--- config.mk ---
export PLATFORM = sky130hd
export DESIGN_NAME = tcw_front
export DESIGN_NICKNAME = d
export VERILOG_FILES = /design/src/hdl/text_console_writer_with_scroll_assert.svh /design/src/hdl/tcw_pkg.sv /design/src/hdl/tcw_front.sv
export SDC_FILE = /design/constraint.sdc
export NUM_CORES = 1
export LEC_CHECK = 0
export ABC_AREA = 0
export BUFFER_PORTS_ARGS = -buffer_cell sky130_fd_sc_hd__buf_4
export CELL_PAD_IN_SITES_DETAIL_PLACEMENT = 1
export CELL_PAD_IN_SITES_GLOBAL_PLACEMENT = 1
export CORE_MARGIN = 1.5
export CORE_UTILIZATION = 31
export DETAILED_ROUTE_END_ITERATION = 8
export PLACE_DENSITY = 0.78
export SLEW_MARGIN = 30
export SYNTH_ARGS = -nofsm -noshare
export SYNTH_HDL_FRONTEND = slang
export SYNTH_SLANG_ARGS = --single-unit
--- constraint.sdc ---
create_clock -name i_clk -period 2.4 [get_ports i_clk]
set_input_delay 0.48 -clock i_clk [delete_from_list [all_inputs] [get_ports i_clk]]
set_output_delay 0.48 -clock i_clk [all_outputs]
set_load 0.05 [all_outputs]
--- src/hdl/text_console_writer_with_scroll_assert.svh ---
// Assertion macros for the text console writer.
// Included by the modules that carry concurrent assertions; no other dependencies.
`ifndef TEXT_CONSOLE_WRITER_WITH_SCROLL_ASSERT_SVH
`define TEXT_CONSOLE_WRITER_WITH_SCROLL_ASSERT_SVH
`ifndef SYNTH
`define TCW_ASSERT_IMPL(label, clk, rst_n, ante, cons) \
    label: assert property (@(posedge clk) disable iff (!rst_n) (ante) |-> (cons)) \
        else $error("assertion failed");
`define TCW_ASSERT_NEXT(label, clk, rst_n, ante, cons) \
    label: assert property (@(posedge clk) disable iff (!rst_n) (ante) |=> (cons)) \
        else $error("assertion failed");
`else
`define TCW_ASSERT_IMPL(label, clk, rst_n, ante, cons)
`define TCW_ASSERT_NEXT(label, clk, rst_n, ante, cons)
`endif
`endif

--- src/hdl/tcw_pkg.sv ---
// Shared types, command codes and operation kinds for the text console writer.
// No dependencies.
package tcw_pkg;

    localparam int COLUMNS_DEF = 80;
    localparam int ROWS_DEF    = 25;

    localparam int CHAR_W   = 8;
    localparam int CURSOR_W = 11;
    localparam int KIND_W   = 3;

    localparam logic [1:0] CMD_PUT   = 2'd0;
    localparam logic [1:0] CMD_CLEAR = 2'd1;
    localparam logic [1:0] CMD_READ  = 2'd2;

    localparam logic [CHAR_W-1:0] CH_NUL     = 8'h00;
    localparam logic [CHAR_W-1:0] CH_NEWLINE = 8'h0a;
    localparam logic [CHAR_W-1:0] CH_BLANK   = 8'h20;

    localparam logic [KIND_W-1:0] K_NOP   = 3'd0;
    localparam logic [KIND_W-1:0] K_PUT   = 3'd1;
    localparam logic [KIND_W-1:0] K_NL    = 3'd2;
    localparam logic [KIND_W-1:0] K_CLEAR = 3'd3;
    localparam logic [KIND_W-1:0] K_READ  = 3'd4;

    typedef struct packed {
        logic [1:0]        command;
        logic [CHAR_W-1:0] char_code;
        logic [4:0]        read_row;
        logic [6:0]        read_col;
    } t_in_item;

    typedef struct packed {
        logic [CHAR_W-1:0]   cell_char;
        logic [CURSOR_W-1:0] cursor_position;
        logic                did_scroll;
    } t_out_item;

    // classified operation handed from the front to the back
    typedef struct packed {
        logic [KIND_W-1:0] kind;
        logic [CHAR_W-1:0] char_code;
        logic [4:0]        read_row;
        logic [6:0]        read_col;
    } t_op;

endpackage

--- src/hdl/tcw_front.sv ---
// Front end: accepts input beats, classifies them into operations and holds
// one operation for the queue. Depends on tcw_pkg.
module tcw_front import tcw_pkg::*; #(
    parameter int COLUMNS = COLUMNS_DEF,
    parameter int ROWS    = ROWS_DEF
) (
    input  logic     i_clk,
    input  logic     i_rst_n,
    input  logic     i_valid,
    output logic     o_stall,
    input  t_in_item i_item,
    output logic     o_push_valid,
    input  logic     i_push_stall,
    output t_op      o_op
);

    logic r_valid;
    logic n_valid;
    t_op  r_op;
    t_op  n_op;
    logic accept;

    assign o_stall = r_valid && i_push_stall;
    assign accept  = i_valid && !o_stall;

    always_comb begin
        n_op.char_code = i_item.char_code;
        n_op.read_row  = i_item.read_row;
        n_op.read_col  = i_item.read_col;
        case (i_item.command)
            CMD_PUT: begin
                if (i_item.char_code == CH_NUL) begin
                    n_op.kind = K_NOP;
                end else if (i_item.char_code == CH_NEWLINE) begin
                    n_op.kind = K_NL;
                end else begin
                    n_op.kind = K_PUT;
                end
            end
            CMD_CLEAR: n_op.kind = K_CLEAR;
            CMD_READ: begin
                // drop reads outside the screen
                if ((32'(i_item.read_row) < 32'(ROWS)) && (32'(i_item.read_col) < 32'(COLUMNS))) begin
                    n_op.kind = K_READ;
                end else begin
                    n_op.kind = K_NOP;
                end
            end
            default: n_op.kind = K_NOP;
        endcase
    end

    assign n_valid = accept || (r_valid && i_push_stall);

    always_ff @(posedge i_clk) begin
        if (!i_rst_n) begin
            r_valid <= 1'b0;
        end else begin
            r_valid <= n_valid;
        end
    end

    always_ff @(posedge i_clk) begin
        if (accept) begin
            r_op <= n_op;
        end
    end

    assign o_push_valid = r_valid;
    assign o_op         = r_op;

endmodule

==> results.py, run 1 <==
metrics = {
    "status": {
        "status": "finished clean",
    },
    "route": {
        "drt_pre_antenna_iters": 4,
        "vias": 549,
        "routed_via_density": 4.46,
        "routed_wl_um": 1670,
        "drt_iter0_drc": 6,
        "ant_nets": 0,
        "drc": 0,
        "wl_per_cell_um": 13.6,
    },
    "cts": {
        "root_buffer": "clkbuf_4",
        "ctsHoldBuffers": 0,
        "clk_pin_slew_ps": 120,
        "post_cts_buffers": 0,
        "clk_latency_ps": 300,
        "cts_tree": "built",
        "cts_buffer_depth": 2,
        "cts-resized-gates": 0,
        "cts_made_buffers": 3,
        "h-tree-depth": 1,
        "clock_sinks": 24,
    },
    "synth": {
        "synthCells": 37,
        "ys_ff_latch": 24,
        "syn_avg_cell_area_um2": 21.7,
        "synthDistinctLibCells": 13,
        "yosysSeqAreaShare_pct": 88.6,
        "synth_fp_nets": 63,
        "ys_warn_count": 0,
        "synth_area_um2": 802,
    },
    "grt": {
        "antenna_found_initial": 0,
        "grt_max_degree": 15,
        "grt-ovfl-total": 0,
        "grt_pass1_wl_um": 2480,
        "first_global_vias": 551,
        "grtUsageTotal_pct": 12.7,
    },
    "min_path": {
        "min_path_type": "in2reg",
        "whs_endpoint": "o_op[0]$_DFFE_PP_",
        "holdCritStartpoint": "i_item[0]",
        "hold_depth": 1,
    },
    "power": {
        "power_mw": 0.850,
        "power_density_mw_per_mm2": 675,
        "vdd_drop_max_uv": 466,
        "p_leak_nw": 0.528,
    },
    "critical_path": {
        "cp-start-kind": "flop",
        "critical_path_class": "reg2out",
        "arrival_ps": 1050,
        "crit_path_max_fanout": 3,
        "reg2regPathDepth": 3,
        "r2r_setup_slack_ps": 1250,
        "end_kind": "primary output",
        "cp.required_ps": 1920,
        "timing.rr.start": "o_push_valid$_SDFF_PN0_",
        "rr_endpoint": "o_op[21]$_DFFE_PP_",
    },
    "cells_and_area": {
        "num_antenna_cells": 0,
        "area_delta_synth_final_pct": 56.9,
        "fin_nets": 120,
        "drive_above_1_share_pct": 61.3,
        "finalInstanceArea_mm2": 0.00126,
    },
    "die": {
        "floorplan.initialDensity_pct": 32.7,
        "die_w_um": 53.9,
        "ios": 51,
        "rows": 18,
        "core_mm2": 0.00245,
        "die_h_um": 53.9,
        "dieArea_mm2": 0.00290,
    },
    "timing": {
        "rsz0062_at_grt": "no",
        "period_needed_ps": 1530,
        "fin_crit_sh_pct": 63.6,
        "skew_ps": 1.45,
        "worst_pin_slew_ps": 344,
        "fmax_ghz": 0.655,
        "maxSlewViolCount": 0,
        "finalSetupTns_ps": 0,
        "hold_viol_final": 0,
        "maxSlewHeadroom_pct": 76.8,
        "setup_viol": 0,
    },
    "flow_run": {
        "maxCapViolCount": 0,
    },
    "placement": {
        "gp_congestion": 0.660,
        "placedInstanceArea_mm2": 0.00123,
        "port_buffers": 50,
    },
}
-- stage by stage --
step / utilization [%] / setup slack (ps) / hold slack, ps / cells
CTS: 51.3 / 852 / 324 / 123
global placement: 50.2 / 990 / 619 / 119
global route: 51.3 / 800 / 324 / 123
floorplan: - / 403 / 579 / 37
detailed placement: 50.2 / 969 / 644 / 119
finish: 51.3 / 873 / 345 / 123
-- logic make-up after synthesis --
family	share of synthesized area, %
DFF	88.6
AOI/OAI and AO/OA	4.52
xor gates and xnor gates	1.09
and+or+nand+nor	5.77
-- synth_stat cells --
cell | instances | area [µm²]
a31oi_1 | 1 | 6.26
a41oi_1 | 1 | 8.76
and2_1 | 1 | 6.26
and4b_1 | 1 | 10.0
dfxtp_1 | 1 | 20.0
edfxtp_1 | 23 | 691
nor2_1 | 3 | 11.3
nor2b_1 | 1 | 6.26
nor4_2 | 1 | 12.5
o21a_1 | 1 | 7.51
o21ai_0 | 1 | 5.00
o311ai_0 | 1 | 8.76
xor2_1 | 1 | 8.76
-- layout by cell type (no fill, tap or decap), drive strengths merged --
| cell | count |
|---|---|
| a41oi | 1 |
| nor2 | 3 |
| buf | 52 |
| clkbuf | 4 |
| nor4 | 1 |
| and2 | 1 |
| o21ai | 1 |
| xor2 | 1 |
| dfxtp | 1 |
| o311ai | 1 |
| and4b | 1 |
| nor2b | 1 |
| a31oi | 1 |
| edfxtp | 23 |
| o21a | 1 |
-- critical path: stages, from the launching register on --
cell     delay, ps
dfxtp_1        350
and2_1         180
buf_4          220
-- per-layer routing --
layer	GRT usage (%)	routed length, µm	share of wire, %	vias up
met2	24.2	983	59	29
met4	5.13	0	0	0
met1	11.2	487	29	259
met3	5.83	196	12	0
li1	-	-	-	261
met5	0	0	0	-
-- power breakdown --
group / internal [mW] / switching, mW
Sequential: 0.487 / 0.00645
Clock: 0.0648 / 0.108
Combinational: 0.0636 / 0.119
Total: 0.616 / 0.234
-- cell type report --
type | count | area, µm²
Clock buffer | 4 | 26.3
Multi-Input combinational cell | 13 | 93.8
Sequential cell | 24 | 711
Timing Repair Buffer | 52 | 390
Fill cell | 259 | 1200
Tap cell | 30 | 37.5
-- worst max path at each step --
| stage | startpoint | end | cells past startpoint |
|---|---|---|---|
| after global routing | o_push_valid$_SDFF_PN0_ | o_stall | 2 |
| after CTS | o_push_valid$_SDFF_PN0_ | o_stall | 2 |
| after detailed placement | i_push_stall | o_op[2]$_DFFE_PP_ | 4 |
| after floorplan | o_push_valid$_SDFF_PN0_ | o_op[0]$_DFFE_PP_ | 2 |
| final | o_push_valid$_SDFF_PN0_ | o_stall | 2 |
| after global placement | i_push_stall | o_stall | 3 |
-- flip-flops by register name, indices dropped and copies added (netlist names) --
signal and flops:
o_push_valid 1, o_op 23
Power figures use the tool's default switching activity.
==> inputs of run 2 (changes only) <==
Settings changed: ABC_AREA 0 to 1, CORE_UTILIZATION 31 to 28, PLACE_DENSITY 0.78 to 0.75.
Clock period 2.4 ns to 1.4 ns, I/O delays scaled along.
==> results.py, run 2 <==
metrics = {
    "cells_and_area": {
        "drive_above_1_share_pct": 55.3,
        "n_fill_cell": 324,
        "layout.cells.non_filler": 147,
        "multi_input_area_um2": 134,
        "num_antenna_cells": 0,
        "fin_nets": 141,
        "largest_reg_flops": 23,
        "regArea_um2": 714,
        "area_delta_synth_final_pct": 58.8,
        "final_cell_mix": "50 x buf_4, 23 x edfxtp_1, 10 x inv_1, 9 x nand2_1, 4 x nor2_1",
        "finalInstanceArea_mm2": 0.00138,
        "final_common_cell": "buf_4",
    },
    "cts": {
        "clock_sinks": 24,
        "root_buffer": "clkbuf_4",
        "cts_buffer_depth": 2,
        "cts-resized-gates": 0,
        "clk_pin_slew_ps": 130,
        "h-tree-depth": 1,
        "post_cts_buffers": 0,
        "clk_latency_ps": 310,
        "cts_made_buffers": 3,
        "cts_tree": "built",
        "ctsHoldBuffers": 0,
    },
    "critical_path": {
        "arrival_ps": 1040,
        "timing.rr.start": "o_push_valid$_SDFF_PN0_",
        "cp-start-kind": "flop",
        "crit_path_max_fanout": 2,
        "end_kind": "primary output",
        "rr_endpoint": "o_op[15]$_DFFE_PP_",
        "critical_path_class": "reg2out",
        "r2r_setup_slack_ps": 270,
        "reg2regPathDepth": 4,
        "cp.required_ps": 1120,
    },
    "die": {
        "ios": 51,
        "rows": 20,
        "floorplan.initialDensity_pct": 29.0,
        "die_h_um": 58.8,
        "core_mm2": 0.00300,
        "die_w_um": 58.8,
        "dieArea_mm2": 0.00345,
    },
    "power": {
        "combPwrFrac_pct": 20.1,
        "clkPwrFrac_pct": 29.1,
        "switchingPower_mw": 0.428,
        "seqPwrFrac_pct": 50.8,
        "p_leak_nw": 0.618,
        "intPower_mw": 1.24,
        "vdd_drop_max_uv": 501,
        "switching_share_pct": 25.6,
        "power_density_mw_per_mm2": 1210,
    },
    "status": {
        "status": "finished clean",
    },
    "synth": {
        "yosysSeqAreaShare_pct": 81.6,
        "synth_top_area_cell": "edfxtp_1",
        "ys_top_cells_by_count": "23 x edfxtp_1, 11 x inv_1, 10 x nand2_1",
        "synth_top_area_share_pct": 79.3,
        "syn_avg_cell_area_um2": 14.8,
        "synth_async_sr_flop_share_pct": 0,
        "synthCells": 59,
        "synth_edf_count": 23,
        "post-synth-top-count-cell": "edfxtp_1",
        "ys_ff_latch": 24,
        "synth_area_um2": 871,
        "synthDistinctLibCells": 13,
        "ys.flop_type": "edfxtp_1",
        "netlist_top_cells_area": "edfxtp_1 79%, inv_1 4.7%, nand2_1 4.3%",
        "synth_fp_nets": 85,
        "ys_warn_count": 0,
    },
    "placement": {
        "post-place-ws_ps": 198,
        "gp_congestion": 0.732,
        "port_buffers": 50,
        "dp_hpwl_um": 1550,
        "placed_cells": 143,
        "placedInstanceArea_mm2": 0.00133,
    },
    "min_path": {
        "min_path_type": "in2reg",
        "whs_endpoint": "o_op[0]$_DFFE_PP_",
        "holdCritStartpoint": "i_item[0]",
        "hold_depth": 1,
    },
    "timing": {
        "period_needed_ps": 1320,
        "worst_pin_slew_ps": 170,
        "rsz0062_at_grt": "no",
        "maxSlewHeadroom_pct": 88.6,
        "setup_viol": 0,
        "hold_viol_final": 0,
        "skew_ps": 5.85,
        "setup_ws_ps": 77.1,
        "fin_crit_sh_pct": 94.5,
        "maxSlewViolCount": 0,
        "fmax_ghz": 0.756,
    },
    "route": {
        "wl_per_cell_um": 12.7,
        "ant_nets": 0,
        "drc": 0,
        "vias": 624,
        "drt_iter0_drc": 21,
        "routed_wl_um": 1870,
        "drt_pre_antenna_iters": 4,
        "routed_via_density": 4.24,
    },
    "grt": {
        "grt_max_degree": 24,
        "grt_pass1_wl_um": 2830,
        "first_global_vias": 633,
        "grt-ovfl-total": 0,
        "antenna_found_initial": 0,
        "grtUsageTotal_pct": 11.4,
    },
    "flow_run": {
        "maxCapViolCount": 0,
    },
}
## run 2: worst max-delay path: stages (launching register included)
cell and delay [ps]:
dfxtp_4 370, nand2_4 60, clkinvlp_4 100, buf_4 200
## run 2: how the worst max path moves through the flow
stage	from	endpoint	slack, ps	cells past startpoint
floorplan	o_push_valid$_SDFF_PN0_	o_op[0]$_DFFE_PP_	-190	3
CTS	o_push_valid$_SDFF_PN0_	o_stall	50	3
finish	o_push_valid$_SDFF_PN0_	o_stall	80	3
detailed placement	i_push_stall	o_op[21]$_DFFE_PP_	200	5
global placement	i_push_stall	o_op[22]$_DFFE_PP_	240	5
global route	o_push_valid$_SDFF_PN0_	o_stall	30	3
## run 2: power by group through the flow
stage | registers (mW) | logic, mW | clock network (mW)
after floorplan | 1.01 | 0.0452 | 0
after global placement | 0.864 | 0.333 | 0
after detailed placement | 0.866 | 0.339 | 0
after CTS | 0.850 | 0.339 | 0.498
after global routing | 0.853 | 0.354 | 0.518
final | 0.849 | 0.335 | 0.487
## run 2: metal layers
| metal | vias up | global-route usage [%] | routed length [µm] |
|---|---|---|---|
| li1 | 306 | - | - |
| met1 | 290 | 12.3 | 681 |
| met2 | 26 | 21.0 | 1060 |
| met3 | 2 | 0.879 | 94 |
| met4 | 0 | 7.79 | 27 |
| met5 | - | 0 | 0 |
## run 2: layout make-up
type / instances / area share (%)
Clock inverter: 1 / 2.17
Clock buffer: 3 / 1.63
Inverter: 11 / 3.26
Timing Repair Buffer: 51 / 28.6
Tap cell: 33 / 2.99
Sequential cell: 24 / 51.7
Multi-Input combinational cell: 24 / 9.68
## run 2: cell families (layout without fill, tap and decap cells)
| kind of cell | after synthesis | count (layout) | share of synthesized area, % |
|---|---|---|---|
| AND/OR/NAND/NOR | 21 | 21 | 10.9 |
| AO/OA/AOI/OAI | 3 | 3 | 2.73 |
| flip-flops | 24 | 24 | 81.6 |
| buffers and inverters | 11 | 66 | 4.74 |
## run 2: per-stage QoR
step	total power, mW	hold WS, ps	utilization, %	TNS [ps]
global placement	1.20	459	44.3	0
CTS	1.69	123	46.0	0
global route	1.73	120	46.0	0
detailed placement	1.20	460	44.3	0
floorplan	1.06	379	-	-4290
finish	1.67	137	46.0	0
==> inputs of run 3 (changes only) <==
Settings changed: PLACE_DENSITY 0.75 to default, PLACE_DENSITY_LB_ADDON from default to 0.1.
==> results.py, run 3 (synthesized netlist as in run 2, its figures left out) <==
metrics = {
    "timing": {
        "worst_pin_slew_ps": 170,
        "maxSlewViolCount": 0,
        "fin_crit_sh_pct": 93.3,
        "rsz0062_at_grt": "no",
        "hold_viol_final": 0,
        "setup_ws_ps": 93.9,
        "hold_slack_ps": 149,
        "setup_viol": 0,
        "fmax_ghz": 0.766,
        "period_needed_ps": 1310,
        "skew_ps": 8.01,
        "maxSlewHeadroom_pct": 88.6,
    },
    "power": {
        "vdd_drop_max_uv": 384,
        "intPower_mw": 1.07,
        "clkPwrFrac_pct": 20.4,
        "combPwrFrac_pct": 22.5,
        "seqPwrFrac_pct": 57.1,
        "switching_share_pct": 28.3,
        "power_density_mw_per_mm2": 1090,
        "switchingPower_mw": 0.421,
        "p_leak_nw": 0.610,
    },
    "critical_path": {
        "crit_path_max_fanout": 2,
        "r2r_setup_slack_ps": 250,
        "critical_path_class": "reg2out",
        "timing.rr.start": "o_push_valid$_SDFF_PN0_",
        "arrival_ps": 1030,
        "rr_endpoint": "o_op[12]$_DFFE_PP_",
        "end_kind": "primary output",
        "reg2regPathDepth": 4,
        "cp.required_ps": 1120,
        "cp-start-kind": "flop",
    },
    "cells_and_area": {
        "final_common_cell": "buf_4",
        "final_core_util_pct": 45.4,
        "final_cell_mix": "51 x buf_4, 23 x edfxtp_1, 10 x inv_1, 9 x nand2_1, 4 x nor2_1",
        "finalInstanceArea_mm2": 0.00136,
        "num_antenna_cells": 0,
        "drive_above_1_share_pct": 54.8,
        "largest_reg_flops": 23,
        "area_delta_synth_final_pct": 56.6,
        "fin_nets": 142,
    },
    "route": {
        "routed_via_density": 4.22,
        "drc": 0,
        "routed_wl_um": 1790,
        "wl_per_cell_um": 12.1,
        "drt_pre_antenna_iters": 2,
        "vias": 625,
        "drt_iter0_drc": 7,
        "ant_nets": 0,
    },
    "grt": {
        "grt-ovfl-total": 0,
        "grt_pass1_wl_um": 2770,
        "grtUsageTotal_pct": 11.1,
        "antenna_found_initial": 0,
        "first_global_vias": 619,
        "grt_max_degree": 14,
    },
    "die": {
        "floorplan.initialDensity_pct": 29.0,
        "dieArea_mm2": 0.00345,
        "die_h_um": 58.8,
        "ios": 51,
        "die_w_um": 58.8,
        "rows": 20,
        "core_mm2": 0.00300,
    },
    "min_path": {
        "hold_depth": 1,
        "min_path_type": "in2reg",
        "holdCritStartpoint": "i_item[2]",
        "whs_endpoint": "o_op[2]$_DFFE_PP_",
    },
    "cts": {
        "clk_pin_slew_ps": 120,
        "root_buffer": "clkbuf_4",
        "cts_tree": "built",
        "post_cts_buffers": 0,
        "cts_made_buffers": 3,
        "clock_sinks": 24,
        "cts-resized-gates": 0,
        "ctsHoldBuffers": 0,
        "h-tree-depth": 1,
        "clk_latency_ps": 310,
        "cts_buffer_depth": 2,
    },
    "placement": {
        "placedInstanceArea_mm2": 0.00134,
        "port_buffers": 50,
        "dp_hpwl_um": 1460,
        "gp_congestion": 0.621,
        "post-place-ws_ps": 182,
    },
    "flow_run": {
        "maxCapViolCount": 0,
    },
    "status": {
        "status": "finished clean",
    },
}
## run 3: worst max-delay path by stage
stage / endpoint / start / slack (ps)
2_1_floorplan: o_op[0]$_DFFE_PP_ / o_push_valid$_SDFF_PN0_ / -190
3_3_place_gp: o_op[21]$_DFFE_PP_ / i_push_stall / 190
3_5_place_dp: o_op[20]$_DFFE_PP_ / i_push_stall / 180
5_1_grt: o_stall / o_push_valid$_SDFF_PN0_ / 40
6_report: o_stall / o_push_valid$_SDFF_PN0_ / 90
4_1_cts: o_stall / o_push_valid$_SDFF_PN0_ / 70
## run 3: cell type report
type                            instances  area (µm²)
Inverter                               11        45.0
Fill cell                             333        1640
Tap cell                               33        41.3
Timing Repair Buffer                   52         403
Sequential cell                        24         714
Clock buffer                            4        26.3
Multi-Input combinational cell         24         134
## run 3: through the flow
step / TNS [ps] / std cells / power [mW]
after global placement: 0 / 144 / 1.20
after detailed placement: 0 / 144 / 1.21
after global routing: 0 / 148 / 1.55
after CTS: 0 / 148 / 1.51
after floorplan: -4290 / 59 / 1.06
final: 0 / 148 / 1.49
## run 3: power groups by stage
stage / Combinational [mW] / Clock (mW) / Sequential (mW)
finish: 0.335 / 0.303 / 0.849
global route: 0.355 / 0.343 / 0.853
CTS: 0.340 / 0.316 / 0.850
detailed placement: 0.339 / 0 / 0.866
global placement: 0.336 / 0 / 0.865
floorplan: 0.0452 / 0 / 1.01
## run 3: routing by layer
metal	vias to the layer above	wire (µm)	part of all wire, %	track usage (%)
met3	2	150	8.4	2.64
met2	28	953	53	18.9
met1	288	668	37	12.9
met5	-	0	0	0
met4	0	14	0.78	5.84
li1	307	-	-	-
## run 3: worst max-delay path: stages, from the launching register on
cell and delay (ps):
dfxtp_4 370, nand2_4 60, clkinvlp_4 100, buf_4 200
