**src/hdl/text_console_writer_with_scroll_assert.svh**
```systemverilog
// Assertion macros for the text console writer.
// Included by the modules that carry concurrent assertions; no other dependencies.
`ifndef TEXT_CONSOLE_WRITER_WITH_SCROLL_ASSERT_SVH
`define TEXT_CONSOLE_WRITER_WITH_SCROLL_ASSERT_SVH
`ifndef SYNTH
`define TCW_ASSERT_IMPL(label, clk, rst_n, ante, cons) \
    label: assert property (@(posedge clk) disable iff (!rst_n) (ante) |-> (cons)) \
        else $error("assertion failed");
`define TCW_ASSERT_NEXT(label, clk, rst_n, ante, cons) \
    label: assert property (@(posedge clk) disable iff (!rst_n) (ante) |=> (cons)) \
        else $error("assertion failed");
`else
`define TCW_ASSERT_IMPL(label, clk, rst_n, ante, cons)
`define TCW_ASSERT_NEXT(label, clk, rst_n, ante, cons)
`endif
`endif

```
**src/hdl/tcw_pkg.sv**
```systemverilog
// Shared types, command codes and operation kinds for the text console writer.
// No dependencies.
package tcw_pkg;

    localparam int COLUMNS_DEF = 80;
    localparam int ROWS_DEF    = 25;

    localparam int CHAR_W   = 8;
    localparam int CURSOR_W = 11;
    localparam int KIND_W   = 3;

    localparam logic [1:0] CMD_PUT   = 2'd0;
    localparam logic [1:0] CMD_CLEAR = 2'd1;
    localparam logic [1:0] CMD_READ  = 2'd2;

    localparam logic [CHAR_W-1:0] CH_NUL     = 8'h00;
    localparam logic [CHAR_W-1:0] CH_NEWLINE = 8'h0a;
    localparam logic [CHAR_W-1:0] CH_BLANK   = 8'h20;

    localparam logic [KIND_W-1:0] K_NOP   = 3'd0;
    localparam logic [KIND_W-1:0] K_PUT   = 3'd1;
    localparam logic [KIND_W-1:0] K_NL    = 3'd2;
    localparam logic [KIND_W-1:0] K_CLEAR = 3'd3;
    localparam logic [KIND_W-1:0] K_READ  = 3'd4;

    typedef struct packed {
        logic [1:0]        command;
        logic [CHAR_W-1:0] char_code;
        logic [4:0]        read_row;
        logic [6:0]        read_col;
    } t_in_item;

    typedef struct packed {
        logic [CHAR_W-1:0]   cell_char;
        logic [CURSOR_W-1:0] cursor_position;
        logic                did_scroll;
    } t_out_item;

    // classified operation handed from the front to the back
    typedef struct packed {
        logic [KIND_W-1:0] kind;
        logic [CHAR_W-1:0] char_code;
        logic [4:0]        read_row;
        logic [6:0]        read_col;
    } t_op;

endpackage

```
**src/hdl/tcw_queue.sv**
```systemverilog
// Two-entry operation queue between the front and back ends.
// Depends on tcw_pkg.
module tcw_queue import tcw_pkg::*; (
    input  logic i_clk,
    input  logic i_rst_n,
    input  logic i_push_valid,
    output logic o_push_stall,
    input  t_op  i_op,
    output logic o_valid,
    input  logic i_pop,
    output t_op  o_op
);

    t_op        r_mem [2];
    logic       r_wptr;
    logic       r_rptr;
    logic [1:0] r_count;
    logic       push;
    logic       pop;

    assign o_push_stall = (r_count == 2'd2);
    assign push         = i_push_valid && !o_push_stall;
    assign o_valid      = (r_count != 2'd0);
    assign pop          = i_pop && o_valid;
    assign o_op         = r_mem[r_rptr];

    always_ff @(posedge i_clk) begin
        if (!i_rst_n) begin
            r_wptr  <= 1'b0;
            r_rptr  <= 1'b0;
            r_count <= 2'd0;
        end else begin
            if (push) begin
                r_wptr <= !r_wptr;
            end
            if (pop) begin
                r_rptr <= !r_rptr;
            end
            r_count <= r_count + {1'b0, push} - {1'b0, pop};
        end
    end

    always_ff @(posedge i_clk) begin
        if (push) begin
            r_mem[r_wptr] <= i_op;
        end
    end

endmodule

```
**config.mk**
```make
export PLATFORM = sky130hd
export DESIGN_NAME = tcw_queue
export DESIGN_NICKNAME = d
export VERILOG_FILES = /design/src/hdl/text_console_writer_with_scroll_assert.svh /design/src/hdl/tcw_pkg.sv /design/src/hdl/tcw_queue.sv
export SDC_FILE = /design/constraint.sdc
export NUM_CORES = 1
export LEC_CHECK = 0
export ABC_AREA = 1
export BUFFER_PORTS_ARGS = -buffer_cell sky130_fd_sc_hd__clkbuf_2
export CAP_MARGIN = 20
export CORE_MARGIN = 2
export CORE_UTILIZATION = 57
export CTS_BUF_LIST = sky130_fd_sc_hd__clkbuf_4 sky130_fd_sc_hd__clkbuf_8
export DETAILED_ROUTE_END_ITERATION = 8
export GPL_TIMING_DRIVEN = 0
export PLACE_DENSITY = 0.92
export SLEW_MARGIN = 15
export SYNTH_ARGS = -nofsm -noshare
export SYNTH_HDL_FRONTEND = slang
export SYNTH_SLANG_ARGS = --single-unit
```
**constraint.sdc**
```tcl
create_clock -name i_clk -period 5.7 [get_ports i_clk]
set_input_delay 1.14 -clock i_clk [delete_from_list [all_inputs] [get_ports i_clk]]
set_output_delay 1.14 -clock i_clk [all_outputs]
set_load 0.005 [all_outputs]
```
==> results of run 1 <==
-- state kept, by name, indices dropped and copies added, names as in the netlist, named ones only --
| register | flops |
|---|---|
| r_rptr | 1 |
| r_mem | 46 |
| r_wptr | 1 |
| r_count | 2 |
-- cells in the mapped netlist (all sizes together) --
master / number / area (um^2)
ha: 2 / 25.0
nand3: 3 / 15.0
a21oi: 2 / 10.0
nand2: 9 / 33.8
nor2: 8 / 30.0
edfxtp: 46 / 1380
mux2: 23 / 259
buf: 2 / 22.5
dfxtp: 5 / 100
inv: 8 / 30.0
-- critical path, cell delays in order (launching register included) --
cell,delay (ps)
dfxtp_1,490
buf_6,190
mux2_2,350
clkbuf_2,110
-- worst paths after layout --
| check | startpoint | endpoint | slack [ps] |
|---|---|---|---|
| setup / recovery | flip-flop | o_op[19] | 3060 |
| hold reg to reg | r_rptr$_SDFFE_PN0P_ | r_rptr$_SDFFE_PN0P_ | 560 |
| hold / removal | r_rptr$_SDFFE_PN0P_ | r_rptr$_SDFFE_PN0P_ | 560 |
| setup reg to reg | r_count[0]$_SDFF_PN0_ | r_mem[1][7]$_DFFE_PP_ | 3960 |
-- final cells by class --
cell class	instances	area, um^2	share of cell area (%)
flip-flops and latches	51	1480	64.6
multi-input cells	47	375	16.4
repair buffers	52	270	11.8
well taps	46	57.6	2.51
clock buffers	5	37.5	1.64
inverters	8	30.0	1.31
plain buffers	2	22.5	0.981
clock inverters	3	20.0	0.872
-- cell families (layout without fill, tap and decap cells) --
family	count (synthesis)	count (layout)	share of synthesized area (%)
AOI/OAI and AO/OA	2	2	0.525
adders and majority gates	2	2	1.31
buffers and inverters	10	70	2.76
DFF	51	51	77.7
muxes	23	23	13.6
and+or+nand+nor	20	20	4.13
-- metrics by stage --
stage	util, %	std cells
finish	69.9	214
global route	69.9	214
CTS	69.9	214
detailed placement	68.1	206
global placement	67.6	205
floorplan	-	108
-- per-layer routing --
metal | vias to the layer above | wire length [um]
met2 | 46 | 1770
met4 | 0 | 34
li1 | 515 | -
met3 | 6 | 211
met5 | - | 0
met1 | 512 | 1120
-- report_power, final --
group | switching [mW] | internal (mW) | total [mW] | leakage [nW]
registers | 0.0227 | 0.474 | 0.497 | 0.471
logic | 0.124 | 0.123 | 0.248 | 0.425
clock network | 0.109 | 0.0473 | 0.157 | 0.0272
==> impl.org, run 1 <==
** Clock network
- Worst-Skew Late Latency :: 360 ps
- After clock tree synthesis, the clock-pin slew on the worst setup and hold paths is 140 ps.
- Counting along the longest clock path gives a buffer depth of 2.
- TritonCTS clock tree :: done
- H-tree depth :: 2
- Buffer count from post-CTS setup fixing :: 0
- In this run the clock root is driven by a clkbuf_4.
- Once the clock tree was built, the resizer swapped 0 gates to a different size.
- CTS saw 51 sinks.
- Buffers inserted to repair hold after CTS numbered 0.
- Number of buffers inserted during clock tree synthesis :: 5

** Cells and area
- Final Net Count :: 196
- Number of inserted diodes :: 0
- Fillers :: 236
- The library cell used most frequently in the layout, excluding fill and tap cells, is clkbuf_2.
- Most frequent cells in the layout :: clkbuf_2 (51), edfxtp_1 (46), mux2_2 (23)
- From synthesis to final layout, the design area changed by 20.3%.
- The finished cells cover 0.00229 mm^2.
- The post-route netlist has 51.2% of its cells at a drive strength greater than 1.

** Drt
- Dividing the detail-routed wire length by the instance count gives 14.7 um.
- For this block, the initial DRC count from the detailed router was 47.
- Wires add up to 3140 um.
- DRC violations left :: 0
- Overall via count from detail_route :: 1079
- Number of iterations in the first detailed-routing pass :: 4
- Using the TritonRoute via totals, the vias-per-cell ratio works out to 5.04.
- Antenna-violating nets left :: 0

** STA
- Worst Hold Margin :: 563 ps
- For this run, the top clock speed supported by timing is 378 MHz.
- Crit share post-route :: 46.4%
- Final Max Tran Viols :: 0
- Final worst slack :: 3060 ps
- For the final database, setup skew stands at 11.6 ps.
- Setup violations remaining at the end of the flow were counted as 0.
- The final hold violation count is 0.
- Counting I/O delays and the setup requirement, the final critical path takes 2640 ps.
- Summed over all failing endpoints, the final setup total negative slack is 0 ps.
- Headroom to the max-slew limit :: 40.4%
- Transition at the pin with the smallest max-transition slack :: 893 ps
- RSZ-0062 raised after global routing :: false

** Status
- Status :: complete, no violations

** Setup path
- The worst setup path is launched from a flip-flop.
- Logic depth of the worst register-to-register path :: 4
- Along the worst path, the maximum fanout reaches 10.
- At the worst endpoint, the arrival time is 1500 ps.
- Critical Path RT :: 4560 ps
- Start-to-end type of the worst setup path :: reg2out
- Critical path capture point type :: primary output

** Floorplanning
- For this configuration, the core starts out at a cell density of 58.1%.
- Floorplan die area :: 0.00382 mm^2
- For this design the top-level I/O count stands at 52.
- Measured along the y axis, the die boundary spans 61.8 um.
- The floorplan step defined a core boundary enclosing 0.00328 mm^2.
- Width of the die :: 61.8 um
- After floorplanning, the core was divided into 21 placement rows.

** Yosys
- Syn Area/Cell :: 17.7 um^2
- Post-Syn Nets :: 137
- Register bit count reported by yosys :: 51
- In this run the cell area of the synthesized design comes to 0.00191 mm^2.
- Cell count after synthesis :: 108
- After synthesis, the netlist uses 10 different library cells.
- During synthesis, Yosys emitted a total of 0 warnings.
- Summing the sequential cell areas from Yosys gives 77.7% of the chip area.

** GRT
- Met2 Use GR :: 31.4%
- Met1 Track Usage GR :: 16.2%
- Across every metal layer, demand over resource in global routing totals 17.4%.
- Most crowded layer after global routing :: met2
- Largest net degree at the start of global routing :: 24
- Number of antenna violations at the first check in global routing :: 0
- Global-route wire length before repair :: 4420 um
- For this run the aggregate overflow at the end of global routing stands at 0.
- Vias in the first global route :: 1017
- Met3 Usage GRT :: 6.63%

** Pwr
- Overall power consumption after layout is estimated at 0.902 mW.
- In this run the power density over the cells is 393 mW/mm^2.
- The analysis attributes to cell leakage a power of 0.923 nW.
- Across the VDD grid, the largest voltage drop is 213 uV.

** Place
- IO buf count :: 51
- Gp weighted congestion :: 0.774
- Place WS :: 3260 ps
- Detailed placement ended at an HPWL of 2320 um.
- Area of placed instances :: 0.00224 mm^2

** Worst hold path
- Number of stages on the worst hold path :: 2
- The tightest min-delay check is of the reg2reg type.

** Flow run
- Total of max-cap violations :: 0
Note: power is estimated with default switching activity, not from simulation.
==> run 2: changes to the inputs <==
--- a/config.mk
+++ b/config.mk
@@ -5,15 +5,15 @@
 export SDC_FILE = /design/constraint.sdc
 export NUM_CORES = 1
 export LEC_CHECK = 0
-export ABC_AREA = 1
+export ABC_AREA = 0
 export BUFFER_PORTS_ARGS = -buffer_cell sky130_fd_sc_hd__clkbuf_2
 export CAP_MARGIN = 20
 export CORE_MARGIN = 2
-export CORE_UTILIZATION = 57
+export CORE_UTILIZATION = 48
 export CTS_BUF_LIST = sky130_fd_sc_hd__clkbuf_4 sky130_fd_sc_hd__clkbuf_8
 export DETAILED_ROUTE_END_ITERATION = 8
 export GPL_TIMING_DRIVEN = 0
-export PLACE_DENSITY = 0.92
+export PLACE_DENSITY = 0.83
 export SLEW_MARGIN = 15
 export SYNTH_ARGS = -nofsm -noshare
 export SYNTH_HDL_FRONTEND = slang
==> constraint.sdc (replaced) <==
create_clock -name i_clk -period 2.1 [get_ports i_clk]
set_input_delay 0.42 -clock i_clk [delete_from_list [all_inputs] [get_ports i_clk]]
set_output_delay 0.42 -clock i_clk [all_outputs]
set_load 0.005 [all_outputs]
==> impl.org, run 2 <==
** Setup path
- Maximum cell stage delay along the critical path :: 470 ps
- Worst-path cell with the longest stage delay :: dfxtp_1
- Critical path capture point type :: primary output
- Walking the worst path, the cells encountered are buf_6 > mux2_2 > clkbuf_2.
- Critical Path AT :: 1440 ps
- Start-to-end type of the worst setup path :: reg2out
- Crit Path Max Fanout :: 10
- STA puts the critical path data required time at 1680 ps.
- Worst setup slack for register-to-register paths :: 380 ps
- Kind of launch point of the worst setup path :: flip-flop

** Drt
- Summing over every cut layer, the via total after detailed routing is 986.
- For this block, the initial DRC count from the detailed router was 56.
- Once detail routing completed, the nets flagged for antenna violations numbered 0.
- Average vias per placed instance :: 4.79
- Detail-routed net length per standard cell :: 14.8 um
- The final layout contains routed wiring with a total length of 3040 um.
- After detailed routing, the number of remaining DRC violations is 0.
- Number of iterations in the first detailed-routing pass :: 4

** Yosys
- Leading cell type by number of instances after synthesis :: edfxtp_1
- Synthesis produced 97 cells.
- Synthesis produced a netlist with a net count of 126.
- Measured against the total synthesized area, the mux share comes to 14.2%.
- After synthesis, the share of flip-flops with an asynchronous set or reset is 0%.
- Cell type with the highest aggregate area in the netlist :: edfxtp_1
- Arithmetic-cell share of the synthesized area counting full adders, half adders and majority gates :: 1.32%
- Syn Area/Cell :: 19.6 um^2
- Number of synthesis warnings :: 0
- Post-synth EDFFs :: 46
- The share of the Yosys chip area taken by registers is 78.1%.
- After Yosys synthesis, and, or, nand and nor cells account for 2.84% of the synthesized area.
- Summing every instance area after synthesis gives 0.00190 mm^2.
- The commonest cells after synthesis are edfxtp_1 (46), mux2_2 (23), dfxtp_1 (5).
- The synthesized netlist devotes 0.396% of its cell area to compound gates.
- Share of the synthesized area in the top cell type :: 72.8%
- In this run, synthesis produced a sequential element count of 51.
- After synthesis, the largest family of logic cells by area is multiplexers.
- In this run, distinct cell masters in the synthesized netlist total 16.
- Yosys attributes the largest share of cell area to edfxtp_1 (73%), mux2_2 (14%), dfxtp_1 (5.3%).
- Xor/xnor cell area share of the yosys netlist :: 1.39%
- The most used flip-flop cell after synthesis is edfxtp_1.

** GRT
- Largest net degree at the start of global routing :: 24
- All-Layer GR Usage :: 15.3%
- The first global-routing pass estimated 4800 um of wire.
- The number of global-route vias before repair was 1084.
- The number of antenna violations at the first check in global routing was 0.
- Total overflow reported by the global router :: 0

** Cells and area
- Synthesis-to-layout area growth :: 23.8%
- In the layout the commonest cells are clkbuf_2 (51), edfxtp_1 (46), mux2_2 (23).
- The net count of the finished layout is 186.
- Leaving out filler cells and counting taps, the final layout contains 206.
- Number of inserted diodes :: 0
- Cell area after layout :: 0.00235 mm^2
- Proportion of layout cells with a drive suffix above 1 :: 55.7%
- Register bank with the most flops :: r_mem
- Most common cell after layout, fill and taps aside :: clkbuf_2
- Cells fill 62.7% of the core in the end.
- Leading registers by flop count :: r_mem (46), r_count (2)
- The register with the most flip-flops in the layout has 46 of them.

** Clock network
- The clock drives 51 sinks.
- Root Buffer :: clkbuf_8
- Buffers inserted during clock tree synthesis total 5.
- H-tree depth :: 2
- Post-CTS timing repair inserted 0 buffers for setup.
- Cts hold-fix bufs :: 0
- Post-CTS resize count :: 0
- Worst-Skew Late Latency :: 290 ps
- In this run the deepest clock path goes through 2 buffers.
- TritonCTS built the clock tree.
- Clock-pin slew was measured on the worst setup and hold paths at 80 ps.

** STA
- The max-slew violation count was 0.
- Measured against its own limit, the worst slew margin works out to 59.1%.
- Derived from the worst setup path, the maximum achievable clock frequency is 538 MHz.
- Final setup violation count :: 0
- Final critical delay including setup and external delays :: 1860 ps
- RSZ-0062 raised after global routing :: false
- Transition at the pin with the smallest max-transition slack :: 613 ps
- Between clock sinks in the finished design, the worst skew comes to 7.19 ps.
- Crit share post-route :: 88.4%
- Setup total negative slack on the finished layout was measured at 0 ps.
- Hold violation count in the final report :: 0

** Pwr
- Overall power consumption after layout is estimated at 2.61 mW.
- Max rail drop VDD :: 621 uV
- Dividing total power by cell area gives a power density of 1110 mW/mm^2.
- Cell leakage power :: 0.936 nW

** Floorplanning
- Chip height :: 66.9 um
- Site row count :: 22
- Initial standard-cell utilization of the core :: 50.7%
- For this design the top-level I/O count stands at 52.
- From left edge to right edge, the die measures 66.9 um.
- The die covers 0.00447 mm^2.
- In this run the standard cell core region covers 0.00374 mm^2.

** Place
- Summing all placed instances gives a cell area of 0.00223 mm^2.
- IO buf count :: 51
- Cells after DPL :: 197
- The wire-length estimate of the detail-placed layout is 2180 um.
- Gp weighted congestion :: 0.723

** Worst hold path
- The worst hold path belongs to the class in2reg.

** Status
- The flow ran to the end, and the final reports show no timing, DRC or antenna violations.

** Flow run
- Total of max-cap violations :: 0
run 2: worst paths after layout:
check,from,end,depth (start not counted)
worst min register to register,r_rptr$_SDFFE_PN0P_,flip-flop,2
worst max register to register,r_count[0]$_SDFF_PN0_,r_mem[0][21]$_DFFE_PP_,4
worst max-delay path,flip-flop,o_op[7],3
worst min-delay path,i_op[12],r_mem[0][12]$_DFFE_PP_,1
run 2: critical path: cells and delay by family (launching register included):
kind                   cells  cell delay [ps]
flip-flops                 1              470
multiplexers               1              350
buffers and inverters      2              320
run 2: logic make-up (layout without fill, tap and decap cells):
logic type               after synthesis  after routing
AO/OA/AOI/OAI                          1              1
XOR/XNOR                               3              3
adder cells (fa/ha/maj)                2              2
buffers and inverters                  5             66
flip-flops                            51             51
multiplexers                          24             24
AND/OR/NAND/NOR                       11             11
run 2: layout make-up:
cell class,instances,area [um^2]
multi-input cells,41,384
flip-flops and latches,51,1480
clock buffers,8,104
plain buffers,2,22.5
inverters,3,11.3
fillers,280,1400
well taps,48,60.1
repair buffers,53,285
run 2: where the power goes:
| part | total [mW] | leakage [nW] | internal (mW) | switching, mW |
|---|---|---|---|---|
| clock | 0.600 | 0.0549 | 0.314 | 0.286 |
| sequential | 1.34 | 0.471 | 1.28 | 0.0640 |
| combinational | 0.663 | 0.410 | 0.362 | 0.301 |
| total | 2.61 | 0.936 | 1.95 | 0.651 |
run 2: layer usage:
metal	wire (um)	up-vias	GRT usage [%]	share of wire [%]
met5	0	-	0	0
met4	44	0	6.12	1.4
met3	160	5	5.07	5.3
met2	1650	35	28.2	54
met1	1190	465	15.8	39
li1	-	481	-	-
run 2: through the flow:
stage	setup slack, ps	hold WS (ps)
5_1_grt	180	304
6_report	243	313
3_5_place_dp	221	501
3_3_place_gp	-362	465
4_1_cts	208	307
2_1_floorplan	134	455
==> run 3: changes to the inputs <==
--- a/config.mk
+++ b/config.mk
@@ -13,7 +13,8 @@
 export CTS_BUF_LIST = sky130_fd_sc_hd__clkbuf_4 sky130_fd_sc_hd__clkbuf_8
 export DETAILED_ROUTE_END_ITERATION = 8
 export GPL_TIMING_DRIVEN = 0
-export PLACE_DENSITY = 0.83
+export MAX_ROUTING_LAYER = met4
+export PLACE_DENSITY_LB_ADDON = 0.05
 export SLEW_MARGIN = 15
 export SYNTH_ARGS = -nofsm -noshare
 export SYNTH_HDL_FRONTEND = slang
==> impl.org, run 3 (synthesis results as in run 2) <==
** STA
- Headroom to the max-slew limit :: 55.2%
- The smallest clock period supported by the final layout is computed as 1820 ps.
- Setup repair after global routing left no endpoint under its margin.
- Hold violation count in the final report :: 0
- Setup violations remaining at the end of the flow were counted as 0.
- Upper clock frequency limit :: 551 MHz
- In the final timing run, aggregate negative setup slack is 0 ps.
- The max-slew violation count is 0.
- Worst setup skew after layout :: 2.88 ps
- Crit share post-route :: 86.4%
- At the pin with the least slew margin, the transition time is 670 ps.

** Setup path
- Data arrives at the worst endpoint at 1400 ps.
- Measured in cells, the most critical reg-to-reg path has a length of 8.
- Across all register-to-register paths, the minimum setup slack is 500 ps.
- Endpoint of the worst register-to-register path :: r_count[1]$_SDFF_PN0_
- Kind of launch point of the worst setup path :: flip-flop
- Worst reg2reg startpoint :: r_count[0]$_SDFF_PN0_
- Start-to-end type of the worst setup path :: reg2out
- For the worst setup path, the data required time is 1680 ps.
- The slowest stage of the critical path belongs to the cell dfxtp_1.
- The worst setup path is captured at a primary output.
- In this run the worst path has a maximum fanout of 10.
- Maximum cell stage delay along the critical path :: 450 ps
- Crit-path cells :: buf_6 > mux2_2 > clkbuf_2

** Cells and area
- In the final layout, the registers with the most flip-flops are r_mem (46), r_count (2).
- Fill cells in the final layout number 319.
- Most frequent cells in the layout :: clkbuf_2 (51), edfxtp_1 (46), mux2_2 (23)
- Final Net Count :: 185
- Proportion of layout cells with a drive suffix above 1 :: 54.1%
- The number of antenna diodes in the final layout is 0.
- Summing all non-filler instances in the final layout gives an area of 0.00232 mm^2.
- r_mem holds more flip-flops than any other register.
- Most common cell after layout, fill and taps aside :: clkbuf_2
- Largest register FFs :: 46
- Synthesis-to-layout area growth :: 22.2%

** Drt
- Detail-routed net length per standard cell :: 12.8 um
- The detailed router finished its first iteration with 49 violations.
- In the routed layout, each cell is associated on average with a via count of 4.71.
- Summed over all layers, the routed wires come to 2620 um.
- DRC violations left :: 0
- In this run the remaining antenna-violating nets after routing total 0.
- Number of iterations in the first detailed-routing pass :: 3
- Overall via count from detail_route :: 965

** Worst hold path
- The tightest min-delay check is of the in2reg type.
- The worst hold path terminates at r_mem[0][22]$_DFFE_PP_.
- Min-delay src :: i_op[22]
- Along the worst hold path, the cell count comes to 1.

** Floorplanning
- The floorplan step defined a die boundary enclosing 0.00447 mm^2.
- The floorplan step defined a core boundary enclosing 0.00374 mm^2.
- Width of the die :: 66.9 um
- 52 I/O pins were placed.
- For this configuration, the core starts out at a cell density of 50.7%.
- The floorplan has 22 rows.
- Chip height :: 66.9 um

** Clock network
- The clock drives 51 sinks.
- In this run, post-CTS hold repair placed 0 buffers.
- Deepest clock path buffer count :: 2
- Root Buffer :: clkbuf_8
- Clock-pin transition on the worst setup and hold timing paths :: 80 ps
- In this run the number of H-tree levels came out at 2.
- Post-CTS repair changed the size of 0 cells.
- Buffer count from post-CTS setup fixing :: 0
- Worst-Skew Late Latency :: 290 ps
- TritonCTS created 5 clock buffers.
- TritonCTS built the clock tree.

** GRT
- The first global-routing pass estimated 4110 um of wire.
- Entering global routing, the biggest net connects 24 pins.
- Vias in the first global route :: 944
- The number of antenna violations at the first check in global routing came to 0.
- Global routing consumed, over all layers together, 13.4% of the routing resources.
- Total overflow reported by the global router :: 0

** Pwr
- Combinational fraction of design power :: 25.7%
- For this design the ratio of total power to cell area is 1070 mW/mm^2.
- Sequential cells account for 53.8% of the total power.
- For this design the static power due to leakage is 0.918 nW.
- The completed layout was analyzed and its total power is 2.48 mW.
- Proportion of power drawn by the clock network :: 20.5%
- Switching power of the nets :: 0.614 mW
- Internal power summed over all cells :: 1.87 mW
- Max rail drop VDD :: 610 uV
- Switching share of power :: 24.7%

** Place
- Gp weighted congestion :: 0.635
- HPWL Detailed :: 1800 um
- In this run the tool buffered the top-level ports with 51 buffer cells.
- Area of placed instances :: 0.00222 mm^2

** Status
- Status :: complete, no violations

** Flow run
- Total of max-cap violations :: 0
run 3: cell count changes in the layout (fill, tap and decap cells not counted), sizes merged:
cell,previous run,this run
clkbuf,59,57
buf,4,3
clkinv,0,2
run 3: through the flow:
step	std cells	utilization (%)	setup slack (ps)	hold slack, ps
2_1_floorplan	97	-	134	455
6_report	205	61.9	285	316
5_1_grt	205	61.9	190	298
3_3_place_gp	196	59.1	-473	465
4_1_cts	204	61.5	254	304
3_5_place_dp	196	59.3	296	514
run 3: metal layers:
layer  global-route usage (%)  up-vias  wire, um
met5                        -        -         0
met3                     4.90        6       179
met2                     21.6       29      1330
met1                     14.8      451      1070
met4                     6.12        0        44
li1                         -      479         -
run 3: final cells by class:
cell class / count / area (um^2) / area share (%)
multi-input cells: 41 / 389 / 16.8
well taps: 48 / 60.1 / 2.59
clock inverters: 2 / 7.51 / 0.324
repair buffers: 52 / 270 / 11.7
clock buffers: 6 / 76.3 / 3.29
inverters: 3 / 11.3 / 0.486
flip-flops and latches: 51 / 1480 / 63.9
plain buffers: 2 / 22.5 / 0.971
run 3: power groups by stage:
stage / clock [mW] / sequential [mW] / combinational [mW]
floorplan: 0 / 1.34 / 0.408
global placement: 0 / 1.36 / 0.631
detailed placement: 0 / 1.36 / 0.643
CTS: 0.535 / 1.34 / 0.645
global route: 0.568 / 1.35 / 0.713
finish: 0.510 / 1.33 / 0.638
run 3: how the worst max path moves through the flow:
stage	start	cells after the start	slack, ps	to
finish	flip-flop	3	280	o_op[11]
global route	flip-flop	3	190	o_op[2]
CTS	flip-flop	3	250	o_op[11]
detailed placement	i_push_valid	2	300	r_mem[1][15]$_DFFE_PP_
global placement	i_push_valid	3	-470	r_mem[0][18]$_DFFE_PP_
floorplan	r_count[0]$_SDFF_PN0_	3	130	r_mem[0][0]$_DFFE_PP_
run 3: worst max-delay path: cells and delay by family (launching register included):
kind / cells / cell delay (ps)
muxes: 1 / 350
buffers and inverters: 2 / 300
DFF: 1 / 450
